File: config.mk
export PLATFORM = sky130hd
export DESIGN_NAME = framed_packet_receiver_sum_xor_flat
export DESIGN_NICKNAME = d
export VERILOG_FILES = /design/src/hw/rtl/fprx_pkg.sv /design/src/hw/rtl/fprx_if.sv /design/src/hw/rtl/fprx_parser.sv /design/src/hw/rtl/fprx_out_buf.sv /design/src/hw/rtl/framed_packet_receiver_sum_xor.sv /design/src/flat_wrapper.sv
export VERILOG_INCLUDE_DIRS = /design/src /design/src/hw/rtl
export SDC_FILE = /design/constraint.sdc
export NUM_CORES = 1
export LEC_CHECK = 0
export CORE_MARGIN = 1
export CORE_UTILIZATION = 57
export DETAILED_ROUTE_END_ITERATION = 7
export DONT_BUFFER_PORTS = 1
export MAX_ROUTING_LAYER = met4
export PLACE_DENSITY = 0.75
export SLEW_MARGIN = 15
export SYNTH_ARGS = -nofsm -noshare
export SYNTH_HDL_FRONTEND = slang
export SYNTH_SLANG_ARGS = --single-unit
File: constraint.sdc
create_clock -name clk -period 2.2 [get_ports clk]
set_input_delay 0.55 -clock clk [delete_from_list [all_inputs] [get_ports clk]]
set_output_delay 0.55 -clock clk [all_outputs]
set_load 0.01 [all_outputs]
File: src/hw/rtl/framed_packet_receiver_sum_xor_macros.svh
// ---------------------------------------------------------------------------
// framed packet receiver assertion macros
// shared assertion helpers, compiled out when ASSERT_OFF is defined
// ---------------------------------------------------------------------------
`ifndef FRAMED_PACKET_RECEIVER_SUM_XOR_MACROS_SVH
`define FRAMED_PACKET_RECEIVER_SUM_XOR_MACROS_SVH

`ifndef ASSERT_OFF
// same-cycle implication
`define FPRX_ASSERT_IMP(label, clk, rst_n, ante, cons) \
    label: assert property (@(posedge clk) disable iff (!rst_n) (ante) |-> (cons)) \
        else $error("assertion failed");
// next-cycle implication
`define FPRX_ASSERT_NXT(label, clk, rst_n, ante, cons) \
    label: assert property (@(posedge clk) disable iff (!rst_n) (ante) |=> (cons)) \
        else $error("assertion failed");
`else
`define FPRX_ASSERT_IMP(label, clk, rst_n, ante, cons)
`define FPRX_ASSERT_NXT(label, clk, rst_n, ante, cons)
`endif

`endif

File: src/hw/rtl/fprx_pkg.sv
// ---------------------------------------------------------------------------
// fprx_pkg
// shared constants for the framed packet receiver
// ---------------------------------------------------------------------------
package fprx_pkg;

    localparam int unsigned PAYLOAD_LEN_DEF = 3;
    localparam int unsigned BYTE_W          = 8;
    localparam int unsigned CFG_IDX_W       = 1;

    // configuration register indexes
    localparam logic [CFG_IDX_W-1:0] CFG_HEADER_FIRST  = 1'd0;
    localparam logic [CFG_IDX_W-1:0] CFG_HEADER_SECOND = 1'd1;

    localparam logic [BYTE_W-1:0] HEADER_FIRST_RST  = 8'h55;
    localparam logic [BYTE_W-1:0] HEADER_SECOND_RST = 8'hAA;

    // parser phases
    localparam int unsigned PHASE_W = 3;
    localparam logic [PHASE_W-1:0] PH_HUNT1 = 3'd0;
    localparam logic [PHASE_W-1:0] PH_HUNT2 = 3'd1;
    localparam logic [PHASE_W-1:0] PH_DATA  = 3'd2;
    localparam logic [PHASE_W-1:0] PH_SUM   = 3'd3;
    localparam logic [PHASE_W-1:0] PH_XOR   = 3'd4;

endpackage

File: src/hw/rtl/fprx_if.sv
// ---------------------------------------------------------------------------
// fprx channel interfaces
// valid/ready channels for received bytes, results and configuration
// ---------------------------------------------------------------------------
interface fprx_rx_if;
    logic                          valid;
    logic                          ready;
    logic [fprx_pkg::BYTE_W-1:0]   rx_byte;

    modport source (output valid, output rx_byte, input ready);
    modport sink   (input valid, input rx_byte, output ready);
endinterface

interface fprx_result_if;
    logic                          valid;
    logic                          ready;
    logic [fprx_pkg::BYTE_W-1:0]   payload_byte;
    logic                          last_of_frame;

    modport source (output valid, output payload_byte, output last_of_frame, input ready);
    modport sink   (input valid, input payload_byte, input last_of_frame, output ready);
endinterface

interface fprx_cfg_if;
    logic                             valid;
    logic                             ready;
    logic [fprx_pkg::CFG_IDX_W-1:0]   index;
    logic [fprx_pkg::BYTE_W-1:0]      data;

    modport source (output valid, output index, output data, input ready);
    modport sink   (input valid, input index, input data, output ready);
endinterface

File: src/hw/rtl/fprx_parser.sv
// ---------------------------------------------------------------------------
// fprx_parser
// header hunt, payload capture, sum/xor check; one byte per cycle if rx_ready
// ---------------------------------------------------------------------------
module fprx_parser #(
    parameter int unsigned PAYLOAD_LEN = fprx_pkg::PAYLOAD_LEN_DEF
) (
    input  logic                                    clk,
    input  logic                                    rst_n,
    input  logic                                    rx_valid,
    output logic                                    rx_ready,
    input  logic [fprx_pkg::BYTE_W-1:0]             rx_byte,
    input  logic                                    cfg_valid,
    input  logic [fprx_pkg::CFG_IDX_W-1:0]          cfg_index,
    input  logic [fprx_pkg::BYTE_W-1:0]             cfg_data,
    input  logic                                    buf_free,
    output logic                                    load,
    output logic [PAYLOAD_LEN*fprx_pkg::BYTE_W-1:0] frame
);

    localparam int unsigned CNT_W = $clog2(PAYLOAD_LEN + 1);
    localparam int unsigned BW    = fprx_pkg::BYTE_W;

    logic [fprx_pkg::PHASE_W-1:0] phase_reg, phase_next;
    logic [CNT_W-1:0]             count_reg, count_next;
    logic [BW-1:0]                sum_reg, sum_next;
    logic [BW-1:0]                xor_reg, xor_next;
    logic [BW-1:0]                hdr1_reg, hdr2_reg;
    logic [BW-1:0]                store_reg [PAYLOAD_LEN];
    logic                         accept;

    // only the xor byte of a frame can need the result buffer
    assign rx_ready = (phase_reg != fprx_pkg::PH_XOR) || buf_free;
    assign accept   = rx_valid && rx_ready;
    assign load     = accept && (phase_reg == fprx_pkg::PH_XOR) && (rx_byte == xor_reg);

    always_comb
    begin
        phase_next = phase_reg;
        count_next = count_reg;
        sum_next   = sum_reg;
        xor_next   = xor_reg;
        unique case (phase_reg)
            fprx_pkg::PH_HUNT1:
            begin
                if (rx_byte == hdr1_reg)
                    phase_next = fprx_pkg::PH_HUNT2;
            end
            fprx_pkg::PH_HUNT2:
            begin
                if (rx_byte == hdr2_reg)
                begin
                    phase_next = fprx_pkg::PH_DATA;
                    count_next = '0;
                    sum_next   = '0;
                    xor_next   = '0;
                end
                else
                begin
                    phase_next = fprx_pkg::PH_HUNT1;
                end
            end
            fprx_pkg::PH_DATA:
            begin
                sum_next   = sum_reg + rx_byte;
                xor_next   = xor_reg ^ rx_byte;
                count_next = count_reg + CNT_W'(1);
                if (count_reg == CNT_W'(PAYLOAD_LEN - 1))
                    phase_next = fprx_pkg::PH_SUM;
            end
            fprx_pkg::PH_SUM:
            begin
                phase_next = (rx_byte == sum_reg) ? fprx_pkg::PH_XOR : fprx_pkg::PH_HUNT1;
            end
            fprx_pkg::PH_XOR:
            begin
                phase_next = fprx_pkg::PH_HUNT1;
                count_next = '0;
                sum_next   = '0;
                xor_next   = '0;
            end
            default:
            begin
                phase_next = fprx_pkg::PH_HUNT1;
            end
        endcase
    end

    always_ff @(posedge clk or negedge rst_n)
    begin
        if (!rst_n)
        begin
            phase_reg <= fprx_pkg::PH_HUNT1;
            count_reg <= '0;
            sum_reg   <= '0;
            xor_reg   <= '0;
            hdr1_reg  <= fprx_pkg::HEADER_FIRST_RST;
            hdr2_reg  <= fprx_pkg::HEADER_SECOND_RST;
        end
        else
        begin
            if (accept)
            begin
                phase_reg <= phase_next;
                count_reg <= count_next;
                sum_reg   <= sum_next;
                xor_reg   <= xor_next;
            end
            if (cfg_valid)
            begin
                unique case (cfg_index)
                    fprx_pkg::CFG_HEADER_FIRST:  hdr1_reg <= cfg_data;
                    fprx_pkg::CFG_HEADER_SECOND: hdr2_reg <= cfg_data;
                    default: ;
                endcase
            end
        end
    end

    // payload shift line, first byte ends up at the bottom
    always_ff @(posedge clk)
    begin
        if (accept && (phase_reg == fprx_pkg::PH_DATA))
        begin
            for (int i = 0; i < int'(PAYLOAD_LEN) - 1; i++)
                store_reg[i] <= store_reg[i+1];
            store_reg[PAYLOAD_LEN-1] <= rx_byte;
        end
    end

    always_comb
    begin
        for (int i = 0; i < int'(PAYLOAD_LEN); i++)
            frame[i*BW +: BW] = store_reg[i];
    end

endmodule

File: src/hw/rtl/fprx_out_buf.sv
// ---------------------------------------------------------------------------
// fprx_out_buf
// result buffer, takes a whole checked frame and hands it out a word at a time
// ---------------------------------------------------------------------------
module fprx_out_buf #(
    parameter int unsigned PAYLOAD_LEN = fprx_pkg::PAYLOAD_LEN_DEF
) (
    input  logic                                    clk,
    input  logic                                    rst_n,
    input  logic                                    load,
    input  logic [PAYLOAD_LEN*fprx_pkg::BYTE_W-1:0] frame,
    output logic                                    buf_free,
    output logic                                    out_valid,
    input  logic                                    out_ready,
    output logic [fprx_pkg::BYTE_W-1:0]             payload_byte,
    output logic                                    last_of_frame
);

    localparam int unsigned CNT_W = $clog2(PAYLOAD_LEN + 1);
    localparam int unsigned BW    = fprx_pkg::BYTE_W;

    logic [CNT_W-1:0] left_reg;
    logic [BW-1:0]    data_reg [PAYLOAD_LEN];
    logic             pop;

    assign out_valid     = (left_reg != '0);
    assign pop           = out_valid && out_ready;
    assign payload_byte  = data_reg[0];
    assign last_of_frame = (left_reg == CNT_W'(1));
    // free when empty or the last word leaves this cycle
    assign buf_free      = !out_valid || (last_of_frame && out_ready);

    always_ff @(posedge clk or negedge rst_n)
    begin
        if (!rst_n)
            left_reg <= '0;
        else if (load)
            left_reg <= CNT_W'(PAYLOAD_LEN);
        else if (pop)
            left_reg <= left_reg - CNT_W'(1);
    end

    always_ff @(posedge clk)
    begin
        if (load)
        begin
            for (int i = 0; i < int'(PAYLOAD_LEN); i++)
                data_reg[i] <= frame[i*BW +: BW];
        end
        else if (pop)
        begin
            for (int i = 0; i < int'(PAYLOAD_LEN) - 1; i++)
                data_reg[i] <= data_reg[i+1];
        end
    end

endmodule

File: src/hw/rtl/framed_packet_receiver_sum_xor.sv
// ---------------------------------------------------------------------------
// framed_packet_receiver_sum_xor
// header hunt, payload capture and sum / xor checked frame output
// ---------------------------------------------------------------------------
// Takes one received byte per clock cycle. A frame is header_first, header_second,
// PAYLOAD_LEN payload bytes, an 8-bit wrapping sum byte and an xor byte. Each
// byte is handled in the cycle it is accepted. When the xor byte completes a good
// frame the payload moves into the result buffer in one go and leaves one word per
// cycle unless stalled, the final word marked by last_of_frame; bad frames produce
// nothing. rx.ready drops only while an xor byte is offered and the result buffer
// still holds words of the previous frame, unless all that is left is its last
// word and that word leaves in the same cycle. With a sink that keeps ready high
// the buffer is empty long before the next xor byte, so the block takes a byte
// every cycle. Configuration writes are always taken and belong in idle periods.
`include "framed_packet_receiver_sum_xor_macros.svh"

module framed_packet_receiver_sum_xor #(
    parameter int unsigned PAYLOAD_LEN = fprx_pkg::PAYLOAD_LEN_DEF
) (
    input  logic                 clk,
    input  logic                 rst_n,
    fprx_rx_if.sink              rx,
    fprx_result_if.source        result,
    fprx_cfg_if.sink             cfg
);

    logic                                    load;
    logic                                    buf_free;
    logic [PAYLOAD_LEN*fprx_pkg::BYTE_W-1:0] frame;

    assign cfg.ready = 1'b1;

    fprx_parser #(
        .PAYLOAD_LEN (PAYLOAD_LEN)
    ) u_parser (
        .clk       (clk),
        .rst_n     (rst_n),
        .rx_valid  (rx.valid),
        .rx_ready  (rx.ready),
        .rx_byte   (rx.rx_byte),
        .cfg_valid (cfg.valid),
        .cfg_index (cfg.index),
        .cfg_data  (cfg.data),
        .buf_free  (buf_free),
        .load      (load),
        .frame     (frame)
    );

    fprx_out_buf #(
        .PAYLOAD_LEN (PAYLOAD_LEN)
    ) u_out_buf (
        .clk           (clk),
        .rst_n         (rst_n),
        .load          (load),
        .frame         (frame),
        .buf_free      (buf_free),
        .out_valid     (result.valid),
        .out_ready     (result.ready),
        .payload_byte  (result.payload_byte),
        .last_of_frame (result.last_of_frame)
    );

    // a frame never lands on results still pending
    `FPRX_ASSERT_IMP(a_load_when_free, clk, rst_n, load, buf_free)
    // a loaded frame is offered straight away
    `FPRX_ASSERT_NXT(a_load_shows, clk, rst_n, load, result.valid)
    // input only stalls behind pending results
    `FPRX_ASSERT_IMP(a_stall_cause, clk, rst_n, !rx.ready, result.valid)
    // the marked word empties the buffer
    `FPRX_ASSERT_NXT(a_last_drains, clk, rst_n,
        result.valid && result.ready && result.last_of_frame && !load, !result.valid)

endmodule

File: src/flat_wrapper.sv
// flat-port wrapper written by rule: the top's interface ports become plain ports
module framed_packet_receiver_sum_xor_flat 
#(
    parameter int unsigned PAYLOAD_LEN = fprx_pkg::PAYLOAD_LEN_DEF
)
  (clk, rst_n, rx_valid, rx_rx_byte, rx_ready, result_valid, result_payload_byte, result_last_of_frame, result_ready, cfg_valid, cfg_index, cfg_data, cfg_ready);
  fprx_rx_if rx_i ();
  fprx_result_if result_i ();
  fprx_cfg_if cfg_i ();
  input  logic clk;
  input  logic rst_n;
  input wire logic [$bits(rx_i.valid)-1:0] rx_valid;
  input wire logic [$bits(rx_i.rx_byte)-1:0] rx_rx_byte;
  output wire logic [$bits(rx_i.ready)-1:0] rx_ready;
  output wire logic [$bits(result_i.valid)-1:0] result_valid;
  output wire logic [$bits(result_i.payload_byte)-1:0] result_payload_byte;
  output wire logic [$bits(result_i.last_of_frame)-1:0] result_last_of_frame;
  input wire logic [$bits(result_i.ready)-1:0] result_ready;
  input wire logic [$bits(cfg_i.valid)-1:0] cfg_valid;
  input wire logic [$bits(cfg_i.index)-1:0] cfg_index;
  input wire logic [$bits(cfg_i.data)-1:0] cfg_data;
  output wire logic [$bits(cfg_i.ready)-1:0] cfg_ready;
  assign rx_i.valid = rx_valid;
  assign rx_i.rx_byte = rx_rx_byte;
  assign rx_ready = rx_i.ready;
  assign result_valid = result_i.valid;
  assign result_payload_byte = result_i.payload_byte;
  assign result_last_of_frame = result_i.last_of_frame;
  assign result_i.ready = result_ready;
  assign cfg_i.valid = cfg_valid;
  assign cfg_i.index = cfg_index;
  assign cfg_i.data = cfg_data;
  assign cfg_ready = cfg_i.ready;
  framed_packet_receiver_sum_xor #(.PAYLOAD_LEN(PAYLOAD_LEN)) u_core (.clk(clk), .rst_n(rst_n), .rx(rx_i), .result(result_i), .cfg(cfg_i));
endmodule
==> impl_results.md <==
* Post-route worst setup slack at -73.5 ps
* Finished Core Util at 0.670
* Max rail drop VDD at roughly 0.4 mV
* Remaining Overflow, GRT at 0
* Area delta synth->final at 12.4%
* Row count at 30
* Nets at 354
* Initial core utilization at 0.596
* Worst Path Required at 2300 ps
* TritonCTS clock tree: done
* Die Y-Extent at approximately 87 um
* Worst Clk Skew at approximately 8.7 ps
* Largest family of logic cells by synthesized area: multiplexers
* Clk_lat worst skew at 340 ps
* Cell Area, Synth at about 4100 sq um
* Syn Nets at 337
* Port bufs at 0
* TritonCTS buffer count at 9
* Largest net degree at the start of global routing at 32
* Wire per inst at 17.0 um
* Gr usage total at 0.215
* Post-Synth Adder-Cell Area at 0.0355
* Tmin final at ~2300 ps
* Hold crit path type: in -> async
* XOR/XNOR share of the synthesized area at 0.0578
* Yosys Warn Count at 0
* Number of global-route vias before repair at 2367
* Number of diodes at 0
* Worst-path maximum fanout at 6
* Gpl congestion at 0.951
* Worst-path clk slew at approximately 80 ps
* Root Buffer: clkbuf_8
* Outcome: finished with violations
* Crit. End Element: register
* Max Cap Violations at 0
* Total I/O pin count at 34
* Global-route wire length before repair at approximately 12 mm
* RSZ-0062 raised after global routing: true
* Distinct cells, synth at 47
* Post-Place Worst Slack at -84.9 ps
* Die area at roughly 7500 sq um
* LEAKAGE at 1.77 nW
* Via count at about 2.4k
* Pins Over Slew Limit at 0
* Via density at about 5.6
* CP Class: reg -> reg
* Core Region at 6870 sq um
* Failing checks: negative setup slack
* Htree depth at 3
* Residual DRC count at 0
* Final ANT Viol Nets at 0
* Layout cells sized above 1 at 0.314
* Sink Count at 87
* Critical Path AT at between 2000 and 2500 ps
* Period utilisation layout at 1.03
* Startpoint Class: register
* Simple-gate portion of the synthesized area at 0.0715
* Final setup vio count at 16
* Yosys reg bits at 87
* Final HPWL DP at between 4 and 5 mm
* Cell count after synthesis at around 300
* Initial antenna violation count at 0
* Drt first pass iters at 4
* PD cells at 706 nW/um^2
* Multiplexer share of the synthesized area at 0.119
* Total wire length at between 7 and 8 mm
* Hold Vio Cnt, Final at 0
* Maximum root-to-sink buffer count at 2
* Fmax at 0.440 GHz
* Initial DRC count at about 120
* Syn avg cell area at about 13 sq um
* Post-synthesis compound-gate area fraction at 0.0819
* Die W at just under 90 um
* Register area share after synthesis at 0.593
-- cell usage after synthesis, drive strengths merged --
library cell	count	area, sq um
o211ai	3	22.5
ha	10	125
a21oi	19	95.1
clkbuf	10	37.5
or3b	1	8.76
edfxtp	48	1440
a21boi	1	7.51
nand2	12	45.0
fa	1	20.0
a211oi	4	30.0
dfrtp	31	776
inv	8	30.0
nand4	5	31.3
conb	1	3.75
o31ai	2	15.0
xor2	9	78.8
a221oi	1	8.76
a31oi	2	12.5
o21a	7	52.6
nor3b	1	12.5
xnor2	18	158
nor2b	2	12.5
clkinv	1	5.00
or3	1	6.26
mux2i	1	10.0
nand3	7	35.0
buf	13	93.8
a21o	3	22.5
nor3	7	35.0
a32o	2	20.0
and2	1	6.26
nor4	2	12.5
o21ai	6	30.0
nand3b	1	7.51
or4	3	26.3
mux2	39	477
dfstp	8	210
o221ai	1	8.76
nand2b	1	6.26
or2	1	6.26
a21bo	1	10.0
nor2	9	41.3
-- cell type report --
cell class              count  area [sq um]
flip-flops and latches     87          2430
fillers                   479          2270
clock buffers              10           128
clock inverters             5          36.3
repair buffers             29           307
multi-input cells         185          1550
inverters                   9          38.8
well taps                  96           120
-- stage by stage --
step / total power [mW] / setup TNS (ps) / hold slack, ps / instance area (sq um) / cells
after floorplan: 2.24 / -780 / 254 / 4170 / 304
after global placement: 2.30 / -501 / 255 / 4280 / 397
after detailed placement: 2.32 / -771 / 255 / 4280 / 397
after CTS: 3.28 / -577 / 14.1 / 4510 / 417
after global routing: 3.40 / -2040 / 11.0 / 4600 / 421
final: 3.25 / -723 / 26.4 / 4600 / 421
-- routing by layer --
layer  track usage  vias up  share of wire
li1              -     1134              -
met1         0.275     1166           0.45
met2         0.338       46           0.50
met3        0.0448       16          0.036
met4        0.0864        0          0.015
met5             -        -              0
-- worst max-delay path, stage by stage, from the launching register on --
cell       delay (ps)
dfrtp_1           400
inv_2             100
ha_4              150
a21oi_4            60
a21bo_1           190
or4_4             560
clkinv_4           70
nor2_4             50
clkbuf_16         160
mux2_4            290
-- kinds of logic (layout without fill, tap and decap cells) --
family | count (synthesis) | in the layout
flops | 87 | 87
simple gates | 54 | 54
compound gates | 52 | 52
mux | 40 | 40
buf+inv | 32 | 53
xor+xnor | 27 | 27
fa+ha+maj | 11 | 11
other cells | 1 | 1
-- final timing paths --
| kind | from | to | slack [ps] | depth (start not counted) |
|---|---|---|---|---|
| setup / recovery | u_core.u_out_buf.left_reg[1] | u_core.u_out_buf.data_reg[0][6] | -70 | 9 |
| hold / removal | rst_n | u_core.u_parser.hdr1_reg[7] | 30 | 1 |
| setup reg to reg | u_core.u_out_buf.left_reg[1] | u_core.u_out_buf.data_reg[0][6] | -70 | 9 |
| hold reg to reg | u_core.u_parser.store_reg[0][21] | u_core.u_out_buf.data_reg[1][5] | 450 | 0 |
| max in group asynchronous | rst_n | u_core.u_parser.phase_reg[2] | 2010 | 1 |
| min in group clk | rx_rx_byte[2] | u_core.u_parser.store_reg[0][18] | 290 | 0 |
-- report_power, final --
part           internal (mW)  switching [mW]
clock network          0.404           0.544
registers               1.82          0.0720
logic                  0.219           0.192
total                   2.44           0.808
-- layout by cell type (no fill, tap or decap), types with 9 or more instances in the layout --
| master | netlist | final |
|---|---|---|
| edfxtp_1 | 48 | 48 |
| dfrtp_1 | 31 | 31 |
| mux2_2 | 29 | 29 |
| buf_4 | 9 | 22 |
| xnor2_1 | 18 | 18 |
| a21oi_1 | 19 | 18 |
| nand2_1 | 12 | 11 |
| mux2_4 | 10 | 10 |
| xor2_1 | 9 | 9 |
| clkbuf_8 | 0 | 9 |
-- repair_timing --
action | CTS | global route
pin swaps | 2 | 3
setup endpoints to repair | 16 | 32
resized for setup | 1 | 6
setup buffers | 4 | 2
endpoints found under the hold margin | 31 | 0
gates cloned | 0 | 2
hold buffers | 1 | 0
Note: power is estimated with default switching activity, not from simulation.
